==> config.mk <==
export PLATFORM = sky130hd
export DESIGN_NAME = isq_cell
export DESIGN_NICKNAME = d
export VERILOG_FILES = /design/src/hdl/isq_pkg.sv /design/src/hdl/isq_cell.sv
export SDC_FILE = /design/constraint.sdc
export NUM_CORES = 1
export LEC_CHECK = 0
export BUFFER_PORTS_ARGS = -buffer_cell sky130_fd_sc_hd__buf_4
export CORE_MARGIN = 2
export CORE_UTILIZATION = 38
export DETAILED_ROUTE_END_ITERATION = 12
export PLACE_DENSITY_LB_ADDON = 0.3
export REMOVE_ABC_BUFFERS = 1
export SLEW_MARGIN = 20
export SYNTH_ARGS = -nofsm -noshare
export SYNTH_HDL_FRONTEND = slang
export SYNTH_SLANG_ARGS = --single-unit
==> constraint.sdc <==
create_clock -name clk_i -period 3.2 [get_ports clk_i]
set_input_delay 0.32 -clock clk_i [delete_from_list [all_inputs] [get_ports clk_i]]
set_output_delay 0.32 -clock clk_i [all_outputs]
set_load 0.1 [all_outputs]
==> src/hdl/isq_pkg.sv <==
package isq_pkg;

  localparam int unsigned CAPACITY   = 64;
  localparam int unsigned DATA_WIDTH = 32;
  localparam int unsigned CNT_W      = $clog2(CAPACITY + 1);
  localparam int unsigned LEN_W      = 7;
  localparam int unsigned POS_W      = 7;
  localparam int unsigned ITEM_W     = 32;

  typedef enum logic [1:0] {
    OP_INSERT = 2'd0,
    OP_REMOVE = 2'd1,
    OP_DUMP   = 2'd2
  } op_e;

  typedef enum logic [1:0] {
    ST_OK         = 2'd0,
    ST_FULL       = 2'd1,
    ST_EMPTY_RM   = 2'd2,
    ST_EMPTY_DUMP = 2'd3
  } status_e;

  typedef enum logic {
    S_IDLE,
    S_DUMP
  } state_e;

  typedef enum logic [2:0] {
    ACT_HOLD,
    ACT_LOAD,
    ACT_FROM_LEFT,
    ACT_FROM_RIGHT,
    ACT_FROM_HEAD
  } cell_act_e;

  typedef struct packed {
    cell_act_e act;
  } cell_ctrl_t;

  typedef struct packed {
    logic [1:0]               op;
    logic signed [ITEM_W-1:0] value;
    logic [POS_W-1:0]         position;
  } in_item_t;

  typedef struct packed {
    logic signed [ITEM_W-1:0] item_value;
    logic [1:0]               status;
    logic [LEN_W-1:0]         length;
    logic                     last;
  } out_item_t;

endpackage

==> src/hdl/isq_cell.sv <==
module isq_cell (
  input  logic                            clk_i,
  input  isq_pkg::cell_ctrl_t             ctrl_i,
  input  logic [isq_pkg::DATA_WIDTH-1:0]  new_i,
  input  logic [isq_pkg::DATA_WIDTH-1:0]  left_i,
  input  logic [isq_pkg::DATA_WIDTH-1:0]  right_i,
  input  logic [isq_pkg::DATA_WIDTH-1:0]  head_i,
  output logic [isq_pkg::DATA_WIDTH-1:0]  data_o
);

  logic [isq_pkg::DATA_WIDTH-1:0] data_q;
  logic [isq_pkg::DATA_WIDTH-1:0] data_d;

  always_comb begin
    case (ctrl_i.act)
      isq_pkg::ACT_LOAD:       data_d = new_i;
      isq_pkg::ACT_FROM_LEFT:  data_d = left_i;
      isq_pkg::ACT_FROM_RIGHT: data_d = right_i;
      isq_pkg::ACT_FROM_HEAD:  data_d = head_i;
      default:                 data_d = data_q;
    endcase
  end

  always_ff @(posedge clk_i) begin
    data_q <= data_d;
  end

  assign data_o = data_q;

endmodule

==> impl_metrics.toml <==
[drt]
dr.pass1.iters = 4
post_drt_wl_per_cell_um = 15.02
drc = 0
routed_wl_mm = 5.618
postRouteAntennaNets = 0
vias = 1847
first_iter_violations = 37
avgViaCountPerCell = 4.939

[synthesis]
ys_types = 14
postSynthAreaPerCell_um2 = 12.96
yosysWarnings = 0
ys_seq_elements = 32
synthCells = 147
ys_seq_area_frac = 0.5043
netlist_area_um2 = 1906

[sta]
hold_viol_final = 0
tightest_slew_ns = 0.5746
fmax_ghz = 0.5721
rsz0062_at_grt = "no"
post-route-period-util = 0.5463
setup_violations = 0
worst_slew_margin_rel = 0.6169
slew_violations = 0
layout_min_cycle_time_ns = 1.748
finalSetupTns_ns = 0

[critical_path]
required_ns = 3.22
worstSetupPathType = "in -> reg"
cp.arrival_ns = 1.77
worstPathCellList = "buf_4, nor2_4, nand2_1, buf_4, o221a_1"
startpoint_type = "input pin"
max_stage_delay_ns = 0.33
cp-startpoint = "ctrl_i[0]"
critPathSlowestCell = "buf_4"
critPathMaxFanout = 33
end_kind = "register"
crit_end = "data_o[11]"
cpMostUsedCell = "buf_4"

[cts]
cts_tree = "built"
cts_resized = 0
clk_path_buf_depth = 2
ctsHoldBuffers = 0
clkSlewWorstSetupHoldPaths_ns = 0.06
cts_buffers = 5
clockRootBuffer = "clkbuf_8"
htree_levels = 2
post_cts_buffers = 0
cts.sink_count = 32

[finish]
drive_gt1_frac = 0.5733
layout.cells.most_common = "buf_4"
fillers = 398
largest_register_ffs = 32
most-common-layout-cells = "buf_4, nand2_1, mux2i_1, o221a_1, edfxtp_1"
diodes = 0
syn2layout_area_growth_pct = 69.53
fin_nets = 439

[global_routing]
grt_first_pass_wirelength_mm = 8.266
grt_pass1_vias = 1803
grt_use_total = 0.1980
overflow = 0
grt_max_degree = 34
antenna_found_initial = 0

[power_and_ir_drop]
ir_drop_mv = 0.2561
p_leak_uw = 0.001484
power_uw = 1661
power_density_nw_per_um2 = 514.0

[die]
die_w_um = 74.82
io-pin-count = 164
dieArea_um2 = 5597
placement_rows = 25
core_area_um2 = 4786
die_h_um = 74.82
start_util = 0.3982

[hold_path]
min_path_type = "in -> reg"

[placed_design]
gp_congestion = 0.7548
portBuffers = 163
hpwl_mm = 4.512

[run]
max-cap-violations = 0

[outcome]
status = "complete, no violations"
[critical path, delay by kind of cell]
kind	cells	cell delay (ns)
buf+inv	2	0.62
compound gates	1	0.26
simple gates	2	0.54
[worst min path at each step]
| stage | startpoint | endpoint | slack (ns) | cells after the start |
|---|---|---|---|---|
| after floorplan | new_i[0] | data_o[0] | 0.57 | 1 |
| after global routing | new_i[25] | data_o[25] | 0.37 | 2 |
| final | new_i[16] | data_o[16] | 0.38 | 2 |
| after CTS | new_i[16] | data_o[16] | 0.37 | 2 |
| after detailed placement | new_i[16] | data_o[16] | 0.66 | 2 |
| after global placement | new_i[12] | data_o[12] | 0.66 | 2 |
[metal layers]
layer  share of wire  GRT usage
met2            0.53     0.3510
met1            0.36     0.2147
met4           0.015    0.05952
met3           0.096    0.08568
met5               0          0
[cell usage after synthesis (all sizes together)]
cell type,n,area (um2)
mux2i,32,320.3
a21o,1,15.01
xnor2,1,8.760
nand2,33,123.9
nor2,1,11.26
o221a,32,360.4
buf,11,80.08
nor2b,1,6.260
clkbuf,3,18.76
edfxtp,32,960.9
[area by class of cell]
cell class | instances | area [um2] | area share
timing repair buffer | 167 | 1254 | 0.3881
sequential | 32 | 960.9 | 0.2974
multi-input combinational | 101 | 855.8 | 0.2649
tap | 67 | 83.83 | 0.02595
clock buffer | 5 | 68.82 | 0.02130
clock inverter | 2 | 7.507 | 0.002324
[metrics by stage]
stage,util,setup slack [ns],area (um2),hold slack (ns),std cells
3_3_place_gp,0.6591,1.199,3154,0.6556,367
6_report,0.6750,1.452,3231,0.3794,374
3_5_place_dp,0.6591,1.158,3154,0.6591,367
2_1_floorplan,-,0.7238,1807,0.5709,133
4_1_cts,0.6750,1.451,3231,0.3691,374
5_1_grt,0.6750,1.315,3231,0.3686,374
[power breakdown]
part | internal (uW) | switching (uW) | total (uW)
Combinational | 241 | 588 | 828
Sequential | 542 | 17.3 | 559
Clock | 143 | 130 | 273
[cell families (layout without fill, tap and decap cells)]
group	count (synthesis)	in the layout	synth area share
AO/OA/AOI/OAI	33	33	0.1970
XOR/XNOR	1	1	0.004597
buffers and inverters	14	174	0.05187
flip-flops	32	32	0.5043
multiplexers	32	32	0.1681
AND/OR/NAND/NOR	35	35	0.07420
(Power assumes the default switching activity.)
